**src/jsu_pkg.sv**
```systemverilog
package jsu_pkg;

  localparam int QUEUE_DEPTH_DEF = 4;
  localparam int CP_W = 21;

  typedef logic [1:0] status_t;
  localparam status_t STATUS_OK          = 2'd0;
  localparam status_t STATUS_BAD_ESC     = 2'd1;
  localparam status_t STATUS_BAD_UNICODE = 2'd2;

  // one run of utf-8 bytes (len 1 also carries a raw byte in cp[7:0])
  typedef struct packed {
    logic            en;
    logic [2:0]      len;
    logic [CP_W-1:0] cp;
  } seg_t;

  // everything one input item produces
  typedef struct packed {
    seg_t    seg_a;
    seg_t    seg_b;
    logic    stat_en;
    status_t stat_code;
    logic    last;
  } cmd_t;

  typedef struct packed {
    logic [7:0] data;
    logic       data_valid;
    status_t    status;
    logic       run_last;
    logic       string_done;
  } result_t;

endpackage

```
**src/jsu_front.sv**
```systemverilog
module jsu_front (
  input  logic           clk,
  input  logic           rst_n,
  input  logic           in_valid,
  output logic           in_stall,
  input  logic [7:0]     in_byte,
  input  logic           in_last_byte,
  input  logic           q_full,
  output logic           q_push,
  output jsu_pkg::cmd_t  q_cmd
);

  typedef enum logic [2:0] {
    M_NORMAL   = 3'd0,
    M_ESC      = 3'd1,
    M_HEX      = 3'd2,
    M_PEND     = 3'd3,
    M_PEND_ESC = 3'd4,
    M_PEND_HEX = 3'd5,
    M_ERR      = 3'd6
  } mode_t;

  typedef struct packed {
    logic       ok;
    logic [3:0] val;
  } hex_t;

  typedef struct packed {
    logic       to_hex;
    logic       ok;
    logic [7:0] ch;
  } esc_t;

  localparam logic [7:0] CH_BSLASH = 8'h5C;
  localparam logic [7:0] CH_QUOTE  = 8'h22;
  localparam logic [7:0] CH_SLASH  = 8'h2F;
  localparam logic [7:0] CH_B      = 8'h62;
  localparam logic [7:0] CH_F      = 8'h66;
  localparam logic [7:0] CH_N      = 8'h6E;
  localparam logic [7:0] CH_R      = 8'h72;
  localparam logic [7:0] CH_T      = 8'h74;
  localparam logic [7:0] CH_U      = 8'h75;

  localparam logic [5:0] HIGH_TAG = 6'b110110;
  localparam logic [5:0] LOW_TAG  = 6'b110111;

  function automatic hex_t hex_digit(input logic [7:0] c);
    hex_t h;
    h.ok = 1'b0;
    h.val = c[3:0];
    if (c inside {[8'h30:8'h39]}) begin
      h.ok = 1'b1;
    end else if (c inside {[8'h41:8'h46], [8'h61:8'h66]}) begin
      h.ok = 1'b1;
      h.val = 4'(c[3:0] + 4'd9);
    end
    return h;
  endfunction

  function automatic esc_t plain_esc(input logic [7:0] c);
    esc_t e;
    e.to_hex = 1'b0;
    e.ok = 1'b1;
    e.ch = c;
    case (c)
      CH_QUOTE, CH_BSLASH, CH_SLASH: e.ch = c;
      CH_B: e.ch = 8'h08;
      CH_F: e.ch = 8'h0C;
      CH_N: e.ch = 8'h0A;
      CH_R: e.ch = 8'h0D;
      CH_T: e.ch = 8'h09;
      CH_U: begin
        e.to_hex = 1'b1;
        e.ok = 1'b0;
      end
      default: e.ok = 1'b0;
    endcase
    return e;
  endfunction

  function automatic jsu_pkg::seg_t raw_seg(input logic [7:0] c);
    jsu_pkg::seg_t s;
    s.en = 1'b1;
    s.len = 3'd1;
    s.cp = jsu_pkg::CP_W'(c);
    return s;
  endfunction

  function automatic jsu_pkg::seg_t high_seg(input logic [9:0] hh);
    jsu_pkg::seg_t s;
    s.en = 1'b1;
    s.len = 3'd3;
    s.cp = jsu_pkg::CP_W'({HIGH_TAG, hh});
    return s;
  endfunction

  function automatic jsu_pkg::seg_t code_seg(input logic [15:0] v);
    jsu_pkg::seg_t s;
    s.en = 1'b1;
    s.cp = jsu_pkg::CP_W'(v);
    if (v < 16'h0080) begin
      s.len = 3'd1;
    end else if (v < 16'h0800) begin
      s.len = 3'd2;
    end else begin
      s.len = 3'd3;
    end
    return s;
  endfunction

  mode_t                  mode_r, mode_nxt;
  logic [15:0]            hex_value_r, hex_value_nxt;
  logic [1:0]             hex_count_r, hex_count_nxt;
  logic [9:0]             high_half_r, high_half_nxt;
  jsu_pkg::status_t       error_code_r, error_code_nxt;

  hex_t                   hex;
  esc_t                   esc;
  logic [15:0]            hv_shift;
  logic                   do_esc;
  logic                   accept;
  jsu_pkg::seg_t          seg_a, seg_b;
  logic                   stat_en;
  jsu_pkg::status_t       stat_code;

  assign in_stall = q_full;
  assign accept   = in_valid && !q_full;

  always_comb begin
    mode_nxt       = mode_r;
    hex_value_nxt  = hex_value_r;
    hex_count_nxt  = hex_count_r;
    high_half_nxt  = high_half_r;
    error_code_nxt = error_code_r;
    seg_a          = '0;
    seg_b          = '0;
    stat_en        = 1'b0;
    stat_code      = jsu_pkg::STATUS_OK;
    do_esc         = 1'b0;
    hex            = hex_digit(in_byte);
    esc            = plain_esc(in_byte);
    hv_shift       = {hex_value_r[11:0], hex.val};

    case (mode_r)
      M_NORMAL: begin
        if (in_byte == CH_BSLASH) begin
          mode_nxt = M_ESC;
        end else begin
          seg_b = raw_seg(in_byte);
        end
      end
      M_ESC: do_esc = 1'b1;
      M_PEND_ESC: begin
        if (in_byte == CH_U) begin
          mode_nxt = M_PEND_HEX;
          hex_count_nxt = 2'd0;
          hex_value_nxt = '0;
        end else begin
          seg_a = high_seg(high_half_r);
          do_esc = 1'b1;
        end
      end
      M_HEX, M_PEND_HEX: begin
        if (!hex.ok) begin
          if (mode_r == M_PEND_HEX) seg_a = high_seg(high_half_r);
          stat_en = 1'b1;
          stat_code = jsu_pkg::STATUS_BAD_UNICODE;
          error_code_nxt = jsu_pkg::STATUS_BAD_UNICODE;
          mode_nxt = M_ERR;
        end else begin
          hex_value_nxt = hv_shift;
          if (hex_count_r != 2'd3) begin
            hex_count_nxt = hex_count_r + 2'd1;
          end else begin
            hex_count_nxt = 2'd0;
            if (mode_r == M_PEND_HEX && hv_shift[15:10] == LOW_TAG) begin
              // surrogate pair becomes one 4-byte sequence
              mode_nxt = M_NORMAL;
              seg_b.en = 1'b1;
              seg_b.len = 3'd4;
              seg_b.cp = jsu_pkg::CP_W'(21'h10000) +
                         jsu_pkg::CP_W'({high_half_r, hv_shift[9:0]});
            end else begin
              if (mode_r == M_PEND_HEX) seg_a = high_seg(high_half_r);
              if (hv_shift[15:10] == HIGH_TAG) begin
                high_half_nxt = hv_shift[9:0];
                mode_nxt = M_PEND;
              end else begin
                mode_nxt = M_NORMAL;
                seg_b = code_seg(hv_shift);
              end
            end
          end
        end
      end
      M_PEND: begin
        if (in_byte == CH_BSLASH) begin
          mode_nxt = M_PEND_ESC;
        end else begin
          seg_a = high_seg(high_half_r);
          mode_nxt = M_NORMAL;
          seg_b = raw_seg(in_byte);
        end
      end
      default: mode_nxt = M_ERR;
    endcase

    if (do_esc) begin
      mode_nxt = M_NORMAL;
      if (esc.to_hex) begin
        mode_nxt = M_HEX;
        hex_count_nxt = 2'd0;
        hex_value_nxt = '0;
      end else if (esc.ok) begin
        seg_b = raw_seg(esc.ch);
      end else begin
        stat_en = 1'b1;
        stat_code = jsu_pkg::STATUS_BAD_ESC;
        error_code_nxt = jsu_pkg::STATUS_BAD_ESC;
        mode_nxt = M_ERR;
      end
    end

    // close out whatever is still open at the end of the string
    if (in_last_byte) begin
      case (mode_nxt)
        M_ESC: begin
          stat_en = 1'b1;
          stat_code = jsu_pkg::STATUS_BAD_ESC;
        end
        M_HEX: begin
          stat_en = 1'b1;
          stat_code = jsu_pkg::STATUS_BAD_UNICODE;
        end
        M_PEND: seg_b = high_seg(high_half_nxt);
        M_PEND_ESC: begin
          seg_b = high_seg(high_half_nxt);
          stat_en = 1'b1;
          stat_code = jsu_pkg::STATUS_BAD_ESC;
        end
        M_PEND_HEX: begin
          seg_b = high_seg(high_half_nxt);
          stat_en = 1'b1;
          stat_code = jsu_pkg::STATUS_BAD_UNICODE;
        end
        default: ;
      endcase
      if (!seg_a.en && !seg_b.en && !stat_en) begin
        stat_en = 1'b1;
        stat_code = error_code_nxt;
      end
    end
  end

  assign q_cmd.seg_a     = seg_a;
  assign q_cmd.seg_b     = seg_b;
  assign q_cmd.stat_en   = stat_en;
  assign q_cmd.stat_code = stat_code;
  assign q_cmd.last      = in_last_byte;
  assign q_push          = accept && (seg_a.en || seg_b.en || stat_en);

  always_ff @(posedge clk) begin
    if (!rst_n) begin
      mode_r       <= M_NORMAL;
      hex_value_r  <= '0;
      hex_count_r  <= '0;
      high_half_r  <= '0;
      error_code_r <= jsu_pkg::STATUS_OK;
    end else if (accept) begin
      if (in_last_byte) begin
        mode_r       <= M_NORMAL;
        hex_value_r  <= '0;
        hex_count_r  <= '0;
        high_half_r  <= '0;
        error_code_r <= jsu_pkg::STATUS_OK;
      end else begin
        mode_r       <= mode_nxt;
        hex_value_r  <= hex_value_nxt;
        hex_count_r  <= hex_count_nxt;
        high_half_r  <= high_half_nxt;
        error_code_r <= error_code_nxt;
      end
    end
  end

endmodule

```
**src/jsu_queue.sv**
```systemverilog
module jsu_queue #(
  parameter int DEPTH = jsu_pkg::QUEUE_DEPTH_DEF
) (
  input  logic          clk,
  input  logic          rst_n,
  input  logic          push,
  input  jsu_pkg::cmd_t push_data,
  output logic          full,
  input  logic          pop,
  output jsu_pkg::cmd_t head,
  output logic          empty
);

  localparam int PTR_W = (DEPTH > 1) ? $clog2(DEPTH) : 1;
  localparam int CNT_W = $clog2(DEPTH + 1);

  jsu_pkg::cmd_t     entry_r [DEPTH];
  logic [PTR_W-1:0]  wr_ptr_r, rd_ptr_r;
  logic [CNT_W-1:0]  count_r;
  logic              do_push, do_pop;

  assign full    = (count_r == CNT_W'(DEPTH));
  assign empty   = (count_r == '0);
  assign do_push = push && !full;
  assign do_pop  = pop && !empty;
  assign head    = entry_r[rd_ptr_r];

  always_ff @(posedge clk) begin
    if (do_push) entry_r[wr_ptr_r] <= push_data;
  end

  always_ff @(posedge clk) begin
    if (!rst_n) begin
      wr_ptr_r <= '0;
      rd_ptr_r <= '0;
      count_r  <= '0;
    end else begin
      if (do_push) begin
        wr_ptr_r <= (wr_ptr_r == PTR_W'(DEPTH - 1)) ? '0 : wr_ptr_r + PTR_W'(1);
      end
      if (do_pop) begin
        rd_ptr_r <= (rd_ptr_r == PTR_W'(DEPTH - 1)) ? '0 : rd_ptr_r + PTR_W'(1);
      end
      if (do_push && !do_pop) begin
        count_r <= count_r + CNT_W'(1);
      end else if (do_pop && !do_push) begin
        count_r <= count_r - CNT_W'(1);
      end
    end
  end

endmodule

```
**src/jsu_back.sv**
```systemverilog
module jsu_back (
  input  logic             clk,
  input  logic             rst_n,
  input  jsu_pkg::cmd_t    head,
  input  logic             empty,
  output logic             pop,
  output logic             out_valid,
  input  logic             out_stall,
  output jsu_pkg::result_t out_res
);

  typedef enum logic [1:0] {
    SEL_A = 2'd0,
    SEL_B = 2'd1,
    SEL_S = 2'd2
  } sel_t;

  sel_t              sel_r, cur;
  logic [1:0]        pos_r;
  logic              out_valid_r;
  jsu_pkg::result_t  out_res_r, res;

  jsu_pkg::seg_t     seg;
  logic [2:0]        len;
  logic [1:0]        k;
  logic              seg_end, later, is_final, load, emit;

  assign load = !out_valid_r || !out_stall;
  assign emit = load && !empty;

  always_comb begin
    // first enabled segment at or after the current one
    if (sel_r == SEL_A && head.seg_a.en) begin
      cur = SEL_A;
    end else if (sel_r != SEL_S && head.seg_b.en) begin
      cur = SEL_B;
    end else begin
      cur = SEL_S;
    end
    seg      = (cur == SEL_A) ? head.seg_a : head.seg_b;
    len      = (cur == SEL_S) ? 3'd1 : seg.len;
    seg_end  = (3'(pos_r) + 3'd1) == len;
    case (cur)
      SEL_A:   later = head.seg_b.en || head.stat_en;
      SEL_B:   later = head.stat_en;
      default: later = 1'b0;
    endcase
    is_final = seg_end && !later;
    k        = 2'(len - 3'd1 - 3'(pos_r));

    res.data       = 8'h00;
    res.data_valid = 1'b1;
    res.status     = jsu_pkg::STATUS_OK;
    if (cur == SEL_S) begin
      res.data_valid = 1'b0;
      res.status     = head.stat_code;
    end else if (len == 3'd1) begin
      res.data = seg.cp[7:0];
    end else if (pos_r == 2'd0) begin
      case (len)
        3'd2:    res.data = {3'b110, seg.cp[10:6]};
        3'd3:    res.data = {4'b1110, seg.cp[15:12]};
        default: res.data = {5'b11110, seg.cp[20:18]};
      endcase
    end else begin
      case (k)
        2'd1:    res.data = {2'b10, seg.cp[11:6]};
        2'd2:    res.data = {2'b10, seg.cp[17:12]};
        default: res.data = {2'b10, seg.cp[5:0]};
      endcase
    end
    res.run_last    = is_final;
    res.string_done = is_final && head.last;
  end

  assign pop       = emit && is_final;
  assign out_valid = out_valid_r;
  assign out_res   = out_res_r;

  always_ff @(posedge clk) begin
    if (!rst_n) begin
      sel_r       <= SEL_A;
      pos_r       <= '0;
      out_valid_r <= 1'b0;
    end else begin
      if (emit) begin
        out_valid_r <= 1'b1;
        if (is_final) begin
          sel_r <= SEL_A;
          pos_r <= '0;
        end else if (seg_end) begin
          sel_r <= (cur == SEL_A) ? SEL_B : SEL_S;
          pos_r <= '0;
        end else begin
          pos_r <= pos_r + 2'd1;
        end
      end else if (load) begin
        out_valid_r <= 1'b0;
      end
    end
  end

  always_ff @(posedge clk) begin
    if (emit) out_res_r <= res;
  end

endmodule

```
**src/json_string_unescape_utf8_top.sv**
```systemverilog
// json string body unescaper, utf-8 out
// input channel: in_valid/in_stall with in_byte and in_last_byte, one body
// byte per item, quotes excluded, in_last_byte high on the final byte
// result channel: out_valid/out_stall with out_byte, out_byte_valid,
// out_status, out_run_last and out_string_done; several results may follow
// one input item, out_run_last marks the final one, out_string_done the
// final one of the string
// path: an accepted item is written into the command queue, and its first
// result is then loaded from the queue head into the output register, where
// the receiver can take it
// throughput: one input item per cycle while each gives at most one result and
// out_stall is low; the output sequencer emits one result per cycle unless
// stalled, so an item with several results holds it until all are out, and
// the command queue (QUEUE_DEPTH entries) absorbs bursts before in_stall rises
// reset clears the decoder, the queue and the output valid flag; after the
// final byte of a string the decoder is back in its reset state
// when the receiver stalls, the output register holds its result, the queue
// fills, and then in_stall rises until space frees up
module json_string_unescape_utf8_top #(
  parameter int QUEUE_DEPTH = jsu_pkg::QUEUE_DEPTH_DEF
) (
  input  logic             clk,
  input  logic             rst_n,
  input  logic             in_valid,
  output logic             in_stall,
  input  logic [7:0]       in_byte,
  input  logic             in_last_byte,
  output logic             out_valid,
  input  logic             out_stall,
  output logic [7:0]       out_byte,
  output logic             out_byte_valid,
  output logic [1:0]       out_status,
  output logic             out_run_last,
  output logic             out_string_done
);

  jsu_pkg::cmd_t     push_cmd, head_cmd;
  logic              q_push, q_full, q_pop, q_empty;
  jsu_pkg::result_t  res;

  jsu_front u_front (
    .clk          (clk),
    .rst_n        (rst_n),
    .in_valid     (in_valid),
    .in_stall     (in_stall),
    .in_byte      (in_byte),
    .in_last_byte (in_last_byte),
    .q_full       (q_full),
    .q_push       (q_push),
    .q_cmd        (push_cmd)
  );

  jsu_queue #(
    .DEPTH (QUEUE_DEPTH)
  ) u_queue (
    .clk       (clk),
    .rst_n     (rst_n),
    .push      (q_push),
    .push_data (push_cmd),
    .full      (q_full),
    .pop       (q_pop),
    .head      (head_cmd),
    .empty     (q_empty)
  );

  jsu_back u_back (
    .clk       (clk),
    .rst_n     (rst_n),
    .head      (head_cmd),
    .empty     (q_empty),
    .pop       (q_pop),
    .out_valid (out_valid),
    .out_stall (out_stall),
    .out_res   (res)
  );

  assign out_byte        = res.data;
  assign out_byte_valid  = res.data_valid;
  assign out_status      = res.status;
  assign out_run_last    = res.run_last;
  assign out_string_done = res.string_done;

endmodule

```
**config.mk**
```make
export PLATFORM = sky130hd
export DESIGN_NAME = json_string_unescape_utf8_top
export DESIGN_NICKNAME = d
export VERILOG_FILES = /design/src/jsu_pkg.sv /design/src/jsu_front.sv /design/src/jsu_queue.sv /design/src/jsu_back.sv /design/src/json_string_unescape_utf8_top.sv
export SDC_FILE = /design/constraint.sdc
export NUM_CORES = 1
export LEC_CHECK = 0
export BUFFER_PORTS_ARGS = -buffer_cell sky130_fd_sc_hd__buf_4
export CORE_ASPECT_RATIO = 0.9
export CORE_UTILIZATION = 55
export CTS_CLUSTER_SIZE = 20
export DETAILED_ROUTE_END_ITERATION = 7
export GPL_TIMING_DRIVEN = 0
export PLACE_DENSITY = 0.8
export SYNTH_ARGS = -nofsm -noshare
export SYNTH_HDL_FRONTEND = slang
export SYNTH_HIERARCHICAL = 1
export SYNTH_SLANG_ARGS = --single-unit
```
**constraint.sdc**
```tcl
create_clock -name clk -period 5.1 [get_ports clk]
set_input_delay 1.275 -clock clk [delete_from_list [all_inputs] [get_ports clk]]
set_output_delay 1.275 -clock clk [all_outputs]
set_load 0.05 [all_outputs]
```
# ---- Word level (Yosys, flattened, before mapping)
# Memory sizes are Yosys's and may differ from the RTL's. A register that Yosys moved wholly into a read port is not among the register bits.
# Cells that the tools add are included.
dict set report totals {
  regBits 58
  ram_bits 216
  in_bits 13
  out_inout_bits 15
  word_cells 227
  mem_count 1
}
# name depth width read_ports rd_ports_with_merged_regs wr line_no
set memory_table {}
lappend memory_table {u_queue.entry_r 4 54 1 1 1 jsu_queue.sv:17} ;# jsu_pkg::cmd_t entry_r [DEPTH];
dict set report classes {
  n_addsub 11
  n_lt_le_gt_ge 8
  eq_ne 34
  muxes 108
  n_reduce_logical 49
}
# op n
set op_table {}
lappend op_table {{2-to-1 mux 25 bit} 17}
lappend op_table {{2-to-1 mux 16 bit} 5}
lappend op_table {{case mux 25 bit (3 select lines)} 1}
lappend op_table {{2-to-1 mux 2 bit} 31}
lappend op_table {{2-to-1 mux 10 bit} 6}
lappend op_table {{== test 8 x 7 -> 1 bit (second input constant)} 7}
lappend op_table {{case mux 25 bit (2 select lines)} 1}
lappend op_table {{2-to-1 mux 3 bit} 15}
lappend op_table {{case mux 8 bit (5 select lines)} 1}
lappend op_table {{case mux 16 bit (2 select lines)} 1}
lappend op_table {{2-to-1 mux 24 bit} 1}
lappend op_table {{case mux 6 bit (2 select lines)} 2}
lappend op_table {{adder 17 x 20 -> 21 bit (first input constant)} 1}
lappend op_table {{== test 3 x 2 -> 1 bit (second input constant)} 6}
lappend op_table {{logical AND 1 bit} 18}
lappend op_table {{2-to-1 mux 1 bit} 18}
lappend op_table {{== test 8 x 6 -> 1 bit (second input constant)} 2}
lappend op_table {{>= comparator 8 x 7 -> 1 bit (second input constant)} 2}
lappend op_table {{less-or-equal comparator 8 x 7 -> 1 bit (second input constant)} 2}
lappend op_table {{< comparator 16 x 12 -> 1 bit (second input constant)} 1}
lappend op_table {{< comparator 16 x 8 -> 1 bit (second input constant)} 1}
lappend op_table {{2-to-1 mux 8 bit} 2}
lappend op_table {{== test 3 bit (second input constant)} 5}
lappend op_table {{case mux 3 bit (5 select lines)} 1}
lappend op_table {{other kinds (29)} 63}

# ---- Longest topological paths before layout
# Gate-level depths: netlist of run 1.
dict set report logic_depth {
  word_depth 30
  mapped_depth 19
  mapped_depth_nobuf 16
}

# ---- Cells and area by module
# The synthesis of run 1 kept the hierarchy.
# module instances cells_each area_each_um2 seq_area_each_um2
set by_module_without_submodules {}
lappend by_module_without_submodules {jsu_queue 1 333 8339.2 6666.4}
lappend by_module_without_submodules {jsu_front 1 350 2685.1 580.6}
lappend by_module_without_submodules {jsu_back 1 158 1590.3 490.5}

# ---- Worst setup path before layout of run 1
# No wires, ideal clock.
dict set report synth_timing {
  path_type {input-to-reg}
  from {in in_byte[4]}
  to {mem u_queue/entry_r[0][0] (netlist name) (enable)}
  setup_ns 0.417
  t_arrival_ns 4.977
  required_ns 4.683
  path_slack_ns -0.295
  cell_stages 12
  n_path_buf 3
  cell_sequence {buf_2 > or4b_4 > a311oi_4 > nor3b_2 > nor4_4 > o211a_4 > a21oi_2 > buf_6 > a41oi_2 > nor2b_1 > buf_2 > and2_1}
}
dict set report synth_between {
  elab_chain_cells 22
  word_cells_on_any_way 74
  cone_classes {order compare (6); eq/ne (14); mux (38); reduce/logical (16)}
}
# item line_no
set synth_rtl {}
lappend synth_rtl {{start: declaration} json_string_unescape_utf8_top.sv:26} ;# input logic [7:0] in_byte,
lappend synth_rtl {{>= comparator 8 x 7 -> 1 bit / less-or-equal comparator 8 x 7 -> 1 bit (equally long branches)} jsu_front.sv:53} ;# end else if (c inside {[8'h41:8'h46], [8'h61:8'h66]}) begin
lappend synth_rtl {{logical AND 1 bit} jsu_front.sv:53}
lappend synth_rtl {{nonzero test 2 bit} jsu_front.sv:53}
lappend synth_rtl {{2-to-1 mux 5 bit} jsu_front.sv:53}
lappend synth_rtl {{2-to-1 mux 1 bit} jsu_front.sv:51} ;# if (c inside {[8'h30:8'h39]}) begin
lappend synth_rtl {{2-to-1 mux 3 bit / 2-to-1 mux 25 bit (equally long branches)} jsu_front.sv:164} ;# if (!hex.ok) begin
lappend synth_rtl {{case mux 3 bit (5 select lines) / case mux 25 bit (2 select lines) (equally long branches)} jsu_front.sv:144} ;# case (mode_r)
lappend synth_rtl {{2-to-1 mux 3 bit / 2-to-1 mux 25 bit (equally long branches)} {jsu_front.sv:208, jsu_front.sv:214}}
lappend synth_rtl {{[... 8 more ...]} --}
lappend synth_rtl {{2-to-1 mux 1 bit} jsu_front.sv:225} ;# if (in_last_byte) begin
lappend synth_rtl {{logical OR 1 bit (*)} jsu_front.sv:260} ;# assign q_push = accept && (seg_a.en || seg_b.en || stat_en);
lappend synth_rtl {{logical AND 1 bit (*)} jsu_front.sv:260}
lappend synth_rtl {{net q_push} json_string_unescape_utf8_top.sv:38} ;# logic q_push, q_full, q_pop, q_empty;
lappend synth_rtl {{logical AND 1 bit (*)} jsu_queue.sv:24} ;# assign do_push = push && !full;
lappend synth_rtl {{net u_queue.do_push} jsu_queue.sv:20} ;# logic do_push, do_pop;
lappend synth_rtl {{2-to-1 mux 1 bit (*)} jsu_queue.sv:29} ;# if (do_push) entry_r[wr_ptr_r] <= push_data;
lappend synth_rtl {{2-to-1 mux 1 bit (implied by the code) (*)} jsu_queue.sv:29}
lappend synth_rtl {{end: declaration} jsu_queue.sv:17}
# The timed path passes the listed nets; every way through them passes the cells marked *. The select of a mux whose other input is x is not followed.

# ---- Worst setup path after layout of run 1
dict set report layout_timing {
  from {in in_byte[0]}
  to {reg u_queue.count_r[2]}
}
dict set report layout_between {
  elab_chain_cells 23
  word_cells_on_any_way 77
  cone_classes {order compare (6); eq/ne (14); mux (37); reduce/logical (20)}
}
# item line_no
set layout_rtl {}
lappend layout_rtl {{>= comparator 8 x 7 -> 1 bit / less-or-equal comparator 8 x 7 -> 1 bit (equally long branches)} jsu_front.sv:53}
lappend layout_rtl {{logical AND 1 bit} jsu_front.sv:53}
lappend layout_rtl {{nonzero test 2 bit} jsu_front.sv:53}
lappend layout_rtl {{2-to-1 mux 5 bit} jsu_front.sv:53}
lappend layout_rtl {{2-to-1 mux 1 bit} jsu_front.sv:51}
lappend layout_rtl {{2-to-1 mux 3 bit / 2-to-1 mux 25 bit (equally long branches)} jsu_front.sv:164}
lappend layout_rtl {{case mux 3 bit (5 select lines) / case mux 25 bit (2 select lines) (equally long branches)} jsu_front.sv:144}
lappend layout_rtl {{2-to-1 mux 3 bit / 2-to-1 mux 25 bit (equally long branches)} {jsu_front.sv:208, jsu_front.sv:214}}
lappend layout_rtl {{[... 9 more ...]} --}
lappend layout_rtl {{logical OR 1 bit (*)} jsu_front.sv:260}
lappend layout_rtl {{logical AND 1 bit (*)} jsu_front.sv:260}
lappend layout_rtl {{net q_push} json_string_unescape_utf8_top.sv:38}
lappend layout_rtl {{logical AND 1 bit (*)} jsu_queue.sv:24}
lappend layout_rtl {{net u_queue.do_push} jsu_queue.sv:20}
lappend layout_rtl {{zero test 1 bit} jsu_queue.sv:46} ;# end else if (do_pop && !do_push) begin
lappend layout_rtl {{logical AND 1 bit} jsu_queue.sv:46}
lappend layout_rtl {{nonzero test 2 bit (no line)} --}
lappend layout_rtl {{end signal: assignment} jsu_queue.sv:45} ;# count_r <= count_r + CNT_W'(1);
lappend layout_rtl {{end signal: assignment} jsu_queue.sv:47} ;# count_r <= count_r - CNT_W'(1);
lappend layout_rtl {{end: declaration} jsu_queue.sv:19} ;# logic [CNT_W-1:0] count_r;
# Marked as above.
# A chain may end at the register's enable or synchronous reset.

==> results of run 1 <==
-- stage by stage --
stage,cell area (µm²),setup TNS (ns),setup WS (ns),utilization
3_3_place_gp,13200,-182.88,-0.864,0.587
5_1_grt,14200,0,0.0430,0.631
4_1_cts,14200,0,0.0170,0.629
6_report,14200,0,0.248,0.631
2_1_floorplan,12600,0,0.175,-
3_5_place_dp,13200,-85.38,-0.608,0.588
-- metal layers --
layer	part of all wire	track usage	up-vias	wire length, µm
li1	-	-	3425	-
met1	0.43	0.339	3831	11600
met2	0.47	0.373	329	13000
met3	0.070	0.0359	58	1910
met4	0.030	0.0717	0	808
met5	0	0	-	0
-- repair_timing --
item	CTS	global route
gates resized for setup	1	8
buffers inserted	0	1
gates cloned	0	1
setup endpoints to repair	1	198
pin swaps	0	3
-- sequential cells by signal, indices dropped and copies added, names as in the netlist, named ones only --
| register | count |
|---|---|
| u_front/mode_r | 3 |
| u_front/high_half_r | 10 |
| u_back/pos_r | 2 |
| u_front/hex_count_r | 2 |
| u_queue/rd_ptr_r | 2 |
| u_queue/count_r | 3 |
| u_queue/wr_ptr_r | 2 |
| u_front/hex_value_r | 12 |
| u_back/out_res | 13 |
| u_back/sel_r | 2 |
| u_back/out_valid | 1 |
| u_queue/entry_r | 216 |
| u_front/error_code_r | 2 |
-- kinds of logic (layout without fill, tap and decap cells) --
logic type | Yosys count | after routing | synth area share
fa+ha+maj | 20 | 20 | 0.0202
other cells | 1 | 8 | 0.000297
compound gates | 157 | 158 | 0.0948
xor+xnor | 12 | 12 | 0.00833
flops | 272 | 272 | 0.613
simple gates | 209 | 209 | 0.0994
buf+inv | 87 | 163 | 0.0418
mux | 83 | 83 | 0.122
-- cells in the mapped netlist (6+ instances only) --
cell type / instances / area (µm²)
sky130_fd_sc_hd__a21boi_0: 7 / 52.6
sky130_fd_sc_hd__nand3b_1: 8 / 60.1
sky130_fd_sc_hd__clkbuf_1: 21 / 78.8
sky130_fd_sc_hd__nand2_1: 36 / 135
sky130_fd_sc_hd__a22oi_1: 25 / 188
sky130_fd_sc_hd__nor2_1: 28 / 105
sky130_fd_sc_hd__inv_1: 23 / 86.3
sky130_fd_sc_hd__o211ai_1: 6 / 45.0
sky130_fd_sc_hd__buf_2: 13 / 65.1
sky130_fd_sc_hd__xnor2_1: 8 / 70.1
sky130_fd_sc_hd__mux4_2: 50 / 1130
sky130_fd_sc_hd__mux2_2: 12 / 135
sky130_fd_sc_hd__ha_1: 18 / 225
sky130_fd_sc_hd__dfxtp_1: 43 / 861
sky130_fd_sc_hd__a221oi_1: 7 / 61.3
sky130_fd_sc_hd__nand2b_1: 9 / 56.3
sky130_fd_sc_hd__edfxtp_1: 229 / 6880
sky130_fd_sc_hd__mux2i_1: 17 / 170
sky130_fd_sc_hd__and3_1: 7 / 43.8
sky130_fd_sc_hd__o21ai_0: 31 / 155
sky130_fd_sc_hd__a21oi_1: 18 / 90.1
sky130_fd_sc_hd__buf_4: 17 / 128
sky130_fd_sc_hd__nor2b_1: 44 / 275
sky130_fd_sc_hd__nand3_1: 13 / 65.1
sky130_fd_sc_hd__and2_1: 13 / 81.3
-- area by class of cell --
class                      instances  area (µm²)  share of cell area
buffer                            63         439              0.0309
multi-input combinational        490        4430               0.312
timing repair buffer              27         215              0.0151
sequential                       272        7740               0.545
clock buffer                      43         828              0.0583
tap                              297         372              0.0262
clock inverter                     7        95.1             0.00669
inverter                          23        86.3             0.00608
-- worst register-to-register path, cell delays in order, from the launching register on --
cell,delay [ns]
sky130_fd_sc_hd__dfxtp_1,0.30
sky130_fd_sc_hd__clkbuf_2,0.25
sky130_fd_sc_hd__buf_2,0.35
sky130_fd_sc_hd__mux4_2,0.37
sky130_fd_sc_hd__buf_2,0.20
sky130_fd_sc_hd__nor4b_1,0.15
sky130_fd_sc_hd__nor3_1,0.37
sky130_fd_sc_hd__buf_2,0.30
sky130_fd_sc_hd__ha_1,0.19
sky130_fd_sc_hd__xnor2_1,0.14
sky130_fd_sc_hd__xor2_1,0.43
sky130_fd_sc_hd__inv_1,0.15
sky130_fd_sc_hd__ha_1,0.33
sky130_fd_sc_hd__buf_1,0.36
sky130_fd_sc_hd__a221oi_1,0.11
sky130_fd_sc_hd__a211o_1,0.29
sky130_fd_sc_hd__a221oi_1,0.32
-- worst min-delay path by stage --
stage,from,end,slack [ns],cells after the start
6_report,u_back/out_valid$_SDFFE_PN0P_,u_back/out_valid$_SDFFE_PN0P_,0.49,2
4_1_cts,u_front/high_half_r[3]$_SDFFE_PN0P_,u_front/high_half_r[3]$_SDFFE_PN0P_,0.50,2
2_1_floorplan,u_front/error_code_r[0]$_SDFFE_PN0P_,u_front/error_code_r[0]$_SDFFE_PN0P_,0.44,2
5_1_grt,u_back/pos_r[0]$_SDFFE_PN0P_,u_back/pos_r[0]$_SDFFE_PN0P_,0.52,2
3_5_place_dp,u_front/high_half_r[3]$_SDFFE_PN0P_,u_front/high_half_r[3]$_SDFFE_PN0P_,0.49,2
3_3_place_gp,u_front/error_code_r[0]$_SDFFE_PN0P_,u_front/error_code_r[0]$_SDFFE_PN0P_,0.47,2
-- where the power goes --
group	internal, mW	leakage (nW)	switching, mW
combinational	0.809	1.88	1.31
sequential	2.83	2.48	0.100
clock	1.21	0.449	0.804
total	4.85	4.81	2.22
==> impl_metrics.toml, run 1 <==
[status]
result_of_the_run = "finished, final reports clean"

[timing]
final_worst_clock_skew_ns = 0.0186
grt_setup_unrepaired = "false"
tightest_slew_ns = 1.12
worst_hold_slack_ns = 0.488
clock.fmax_mhz = 206
post-route-min-period_ns = 4.85
fin_max_slew_vios = 0
final_hold_viol_count = 0
slew_headroom = 0.252
final.period_utilization = 0.951
setup_violations = 0

[clock_network]
cts-hold-fix-buffers = 0
worstSkewPairLatency_ns = 0.54
clock_sink_count = 272
cts_max_path_buffers = 3
clock_tree.htree_level_count = 1
cts_bufs_inserted = 27
tritoncts = "built"
cts.reportedPaths.clkPinSlew_ns = 0.06
cts_root_buffer = "sky130_fd_sc_hd__clkbuf_16"

[route]
drtIter0Drc = 952
remaining_drc_errors = 0
route.antenna.remaining_nets = 0
vias_per_cell = 6.25
dr.pass1.iters = 5
via_count = 7643
wl_per_cell_um = 22.3
route.final.wire_length_um = 27300

[power_and_ir_drop]
power_per_cell_area_mw_per_mm2 = 498
ir_worst_vdd_v = 0.000388
static-leakage-power_nw = 4.81
finalPower_mw = 7.07

[setup_path]
critPathRequiredTime_ns = 5.57
rr_worst_depth = 16
timing.critical_path.arrival_ns = 5.32
timing.critical_path.mode_cell = "sky130_fd_sc_hd__inv_1"
timing.critical_path.from = "in_byte[0]"
worstSetupPathDepth = 19
cp-start-kind = "primary input"
crit_chain = "buf_4, inv_1, ha_2, or3b_1, a211o_1, and2_1, a21oi_4, o211a_4, a21oi_2, buf_6, a41oi_2, nor2b_4, clkbuf_4, ha_1, inv_1, fa_1, xor2_1, or3_1, a21boi_0"
cpPeakStageDelay_ns = 0.38
timing.critical_path.slowest_stage_cell = "sky130_fd_sc_hd__fa_1"
ff2ff_setup_slack_ns = 0.30
setup.worst_path.class = "primary input to flop"
timing.rr.end = "u_back/out_res[8]$_SDFFCE_PN0P_"
endpoint_kind = "flop"
critical_path.top_delay_family = "compound AO/OA/AOI/OAI gates"
end_point_of_the_critical_path = "u_queue/count_r[2]$_SDFFE_PN0P_"
worst-path-max-fanout = 10
critPathBufInv = 5

[logic_synthesis]
async_reset_ff_frac = 0
ys_ff_latch = 272
synth-warning-count = 6
ys_types = 88
avgSynthCellArea_um2 = 15.0
mappedNetlistArea_mm2 = 0.0126
synth-edff-count = 229
synthCells = 841
synth-seq-area-share = 0.613
ys.flop_type = "sky130_fd_sc_hd__edfxtp_1"

[job]
cap_violations = 0

[grt]
globalRouteOverflowTotal = 0
globalRouteTotalUtil = 0.235
grt_pass1_wl_um = 41900
maximum_number_of_pins_on_one_net_before_global_route_repair = 55
antenna_found_initial = 0
first_global_vias = 7395

[floorplanning]
die_area_mm2 = 0.0235
overall_die_height_um = 146
ioPinCount = 28
start_util = 0.560
die_x_um = 162
core.rowCount = 52
coreArea_mm2 = 0.0225

[finish]
diodes = 0
mostFrequentLayoutCell = "sky130_fd_sc_hd__edfxtp_1"
nFillCells = 1629
area_delta_synth_final_pct = 12.6
layout.cells.most_common_list = "sky130_fd_sc_hd__edfxtp_1, sky130_fd_sc_hd__mux4_2, sky130_fd_sc_hd__buf_4, sky130_fd_sc_hd__nor2b_1, sky130_fd_sc_hd__dfxtp_1"
num-nets-final = 936
layout.cells.non_filler = 1222
drive_gt1_frac = 0.221

[place]
port_buffers = 25
gp_congestion = 0.912
dp.cells = 1171
hpwl_um = 17800

[min_path]
hp-class = "flop to flop"
Note: power is estimated with default switching activity, not from simulation.
==> inputs of run 2 (changes only) <==
--- a/config.mk
+++ b/config.mk
@@ -6,7 +6,7 @@
 export NUM_CORES = 1
 export LEC_CHECK = 0
 export BUFFER_PORTS_ARGS = -buffer_cell sky130_fd_sc_hd__buf_4
-export CORE_ASPECT_RATIO = 0.9
+export CORE_ASPECT_RATIO = 0.6
 export CORE_UTILIZATION = 55
 export CTS_CLUSTER_SIZE = 20
 export DETAILED_ROUTE_END_ITERATION = 7
==> impl_metrics.toml, run 2 (synthesis results as in run 1) <==
[clock_network]
worstSkewPairLatency_ns = 0.53
clock_sink_count = 272
clock_tree.htree_level_count = 1
tritoncts = "built"
cts.reportedPaths.clkPinSlew_ns = 0.07
cts-hold-fix-buffers = 0
cts_max_path_buffers = 3
cts_bufs_inserted = 25
cts_root_buffer = "sky130_fd_sc_hd__clkbuf_16"

[place]
port_buffers = 25
dp.cells = 1181
gp_congestion = 0.968
hpwl_um = 19200

[finish]
diodes = 0
area_delta_synth_final_pct = 12.5
largest_register = "u_queue/entry_r"
layout.cells.most_common_list = "sky130_fd_sc_hd__edfxtp_1, sky130_fd_sc_hd__mux4_2, sky130_fd_sc_hd__buf_4, sky130_fd_sc_hd__nor2b_1, sky130_fd_sc_hd__dfxtp_1"
postLayoutCoreUtil = 0.637
nFillCells = 1623
multi_input_gate_area_in_the_final_layout_mm2 = 0.00442
drive_gt1_frac = 0.223
largest_reg_flops = 216
ff_latch_area_mm2 = 0.00774
num-nets-final = 937
layout.cells.non_filler = 1232
mostFrequentLayoutCell = "sky130_fd_sc_hd__edfxtp_1"

[grt]
maximum_number_of_pins_on_one_net_before_global_route_repair = 55
first_global_vias = 7301
globalRouteOverflowTotal = 0
grt_pass1_wl_um = 43500
globalRouteTotalUtil = 0.247
antenna_found_initial = 0

[timing]
clock.fmax_mhz = 204
fin_max_slew_vios = 0
grt_setup_unrepaired = "false"
worst_hold_slack_ns = 0.489
final.period_utilization = 0.960
setup_violations = 0
slew_headroom = 0.379
final_hold_viol_count = 0
timing.setup.tns_ns = 0
tightest_slew_ns = 0.931
post-route-min-period_ns = 4.90
final_worst_clock_skew_ns = 0.0164

[min_path]
hp-class = "flop to flop"
min_delay_path_depth = 2

[floorplanning]
overall_die_height_um = 119
core.rowCount = 42
coreArea_mm2 = 0.0223
die_area_mm2 = 0.0236
start_util = 0.566
die_x_um = 198
ioPinCount = 28

[route]
dr.pass1.iters = 8
vias_per_cell = 6.37
route.final.wire_length_um = 28600
wl_per_cell_um = 23.2
route.antenna.remaining_nets = 0
remaining_drc_errors = 0
drtIter0Drc = 891
via_count = 7850

[setup_path]
cp-start-kind = "primary input"
setup.worst_path.class = "primary input to flop"
endpoint_kind = "flop"
worst-path-max-fanout = 10
timing.critical_path.arrival_ns = 5.36
critPathRequiredTime_ns = 5.56
rr_worst_depth = 16

[power_and_ir_drop]
ir_worst_vdd_v = 0.000291
finalPower_mw = 7.08
static-leakage-power_nw = 4.80
power_per_cell_area_mw_per_mm2 = 499

[job]
cap_violations = 0

[status]
result_of_the_run = "finished, final reports clean"
-- run 2: path summary, 6_finish.rpt --
kind | from | end | slack, ns
setup / recovery | in_byte[0] | u_queue/count_r[2]$_SDFFE_PN0P_ | 0.20
hold / removal | u_back/pos_r[0]$_SDFFE_PN0P_ | u_back/pos_r[0]$_SDFFE_PN0P_ | 0.49
setup reg to reg | flop | u_back/out_res[8]$_SDFFCE_PN0P_ | 0.25
hold reg to reg | u_back/pos_r[0]$_SDFFE_PN0P_ | u_back/pos_r[0]$_SDFFE_PN0P_ | 0.49
-- run 2: cell type report --
class / count / area share
Inverter: 23 / 0.00608
Tap cell: 308 / 0.0272
Timing Repair Buffer: 30 / 0.0159
Multi-Input combinational cell: 489 / 0.311
Clock inverter: 13 / 0.0120
Sequential cell: 272 / 0.545
Clock buffer: 33 / 0.0512
Buffer: 64 / 0.0312
-- run 2: timing repair --
item | 4_1_cts | 5_1_grt
gates resized for setup | 1 | 6
endpoints found under the setup margin | 1 | 213
buffers inserted | 0 | 5
pin swaps | 0 | 4
endpoints found under the hold margin | 0 | 0
cloned | 0 | 0
-- run 2: per-layer routing --
layer	part of all wire	track usage
met4	0.012	0.0363
met5	0	0
met1	0.45	0.402
met2	0.42	0.339
met3	0.12	0.0600
-- run 2: where the power goes --
part / internal (mW) / switching, mW / leakage [nW]
clock network: 1.21 / 0.796 / 0.437
registers: 2.83 / 0.102 / 2.48
logic: 0.803 / 1.35 / 1.88
-- run 2: through the flow --
| step | instance area, µm² | setup slack [ns] |
|---|---|---|
| 3_5_place_dp | 13200 | -0.597 |
| 6_report | 14200 | 0.202 |
| 4_1_cts | 14100 | 0.0611 |
| 2_1_floorplan | 12600 | 0.175 |
| 3_3_place_gp | 13200 | -0.872 |
| 5_1_grt | 14200 | 0.0209 |
-- run 2: critical path: stages --
cell	delay, ns
sky130_fd_sc_hd__buf_4	0.15
sky130_fd_sc_hd__inv_1	0.13
sky130_fd_sc_hd__ha_2	0.23
sky130_fd_sc_hd__or3b_1	0.35
sky130_fd_sc_hd__a211o_1	0.33
sky130_fd_sc_hd__and2_0	0.16
sky130_fd_sc_hd__clkbuf_1	0.19
sky130_fd_sc_hd__a21oi_4	0.27
sky130_fd_sc_hd__o211a_4	0.19
sky130_fd_sc_hd__a21oi_2	0.05
sky130_fd_sc_hd__buf_6	0.19
sky130_fd_sc_hd__a41oi_2	0.22
sky130_fd_sc_hd__nor2b_1	0.17
sky130_fd_sc_hd__clkbuf_4	0.20
sky130_fd_sc_hd__ha_1	0.19
sky130_fd_sc_hd__inv_1	0.06
sky130_fd_sc_hd__fa_1	0.37
sky130_fd_sc_hd__xor2_1	0.18
sky130_fd_sc_hd__or3_1	0.30
sky130_fd_sc_hd__a21boi_0	0.15
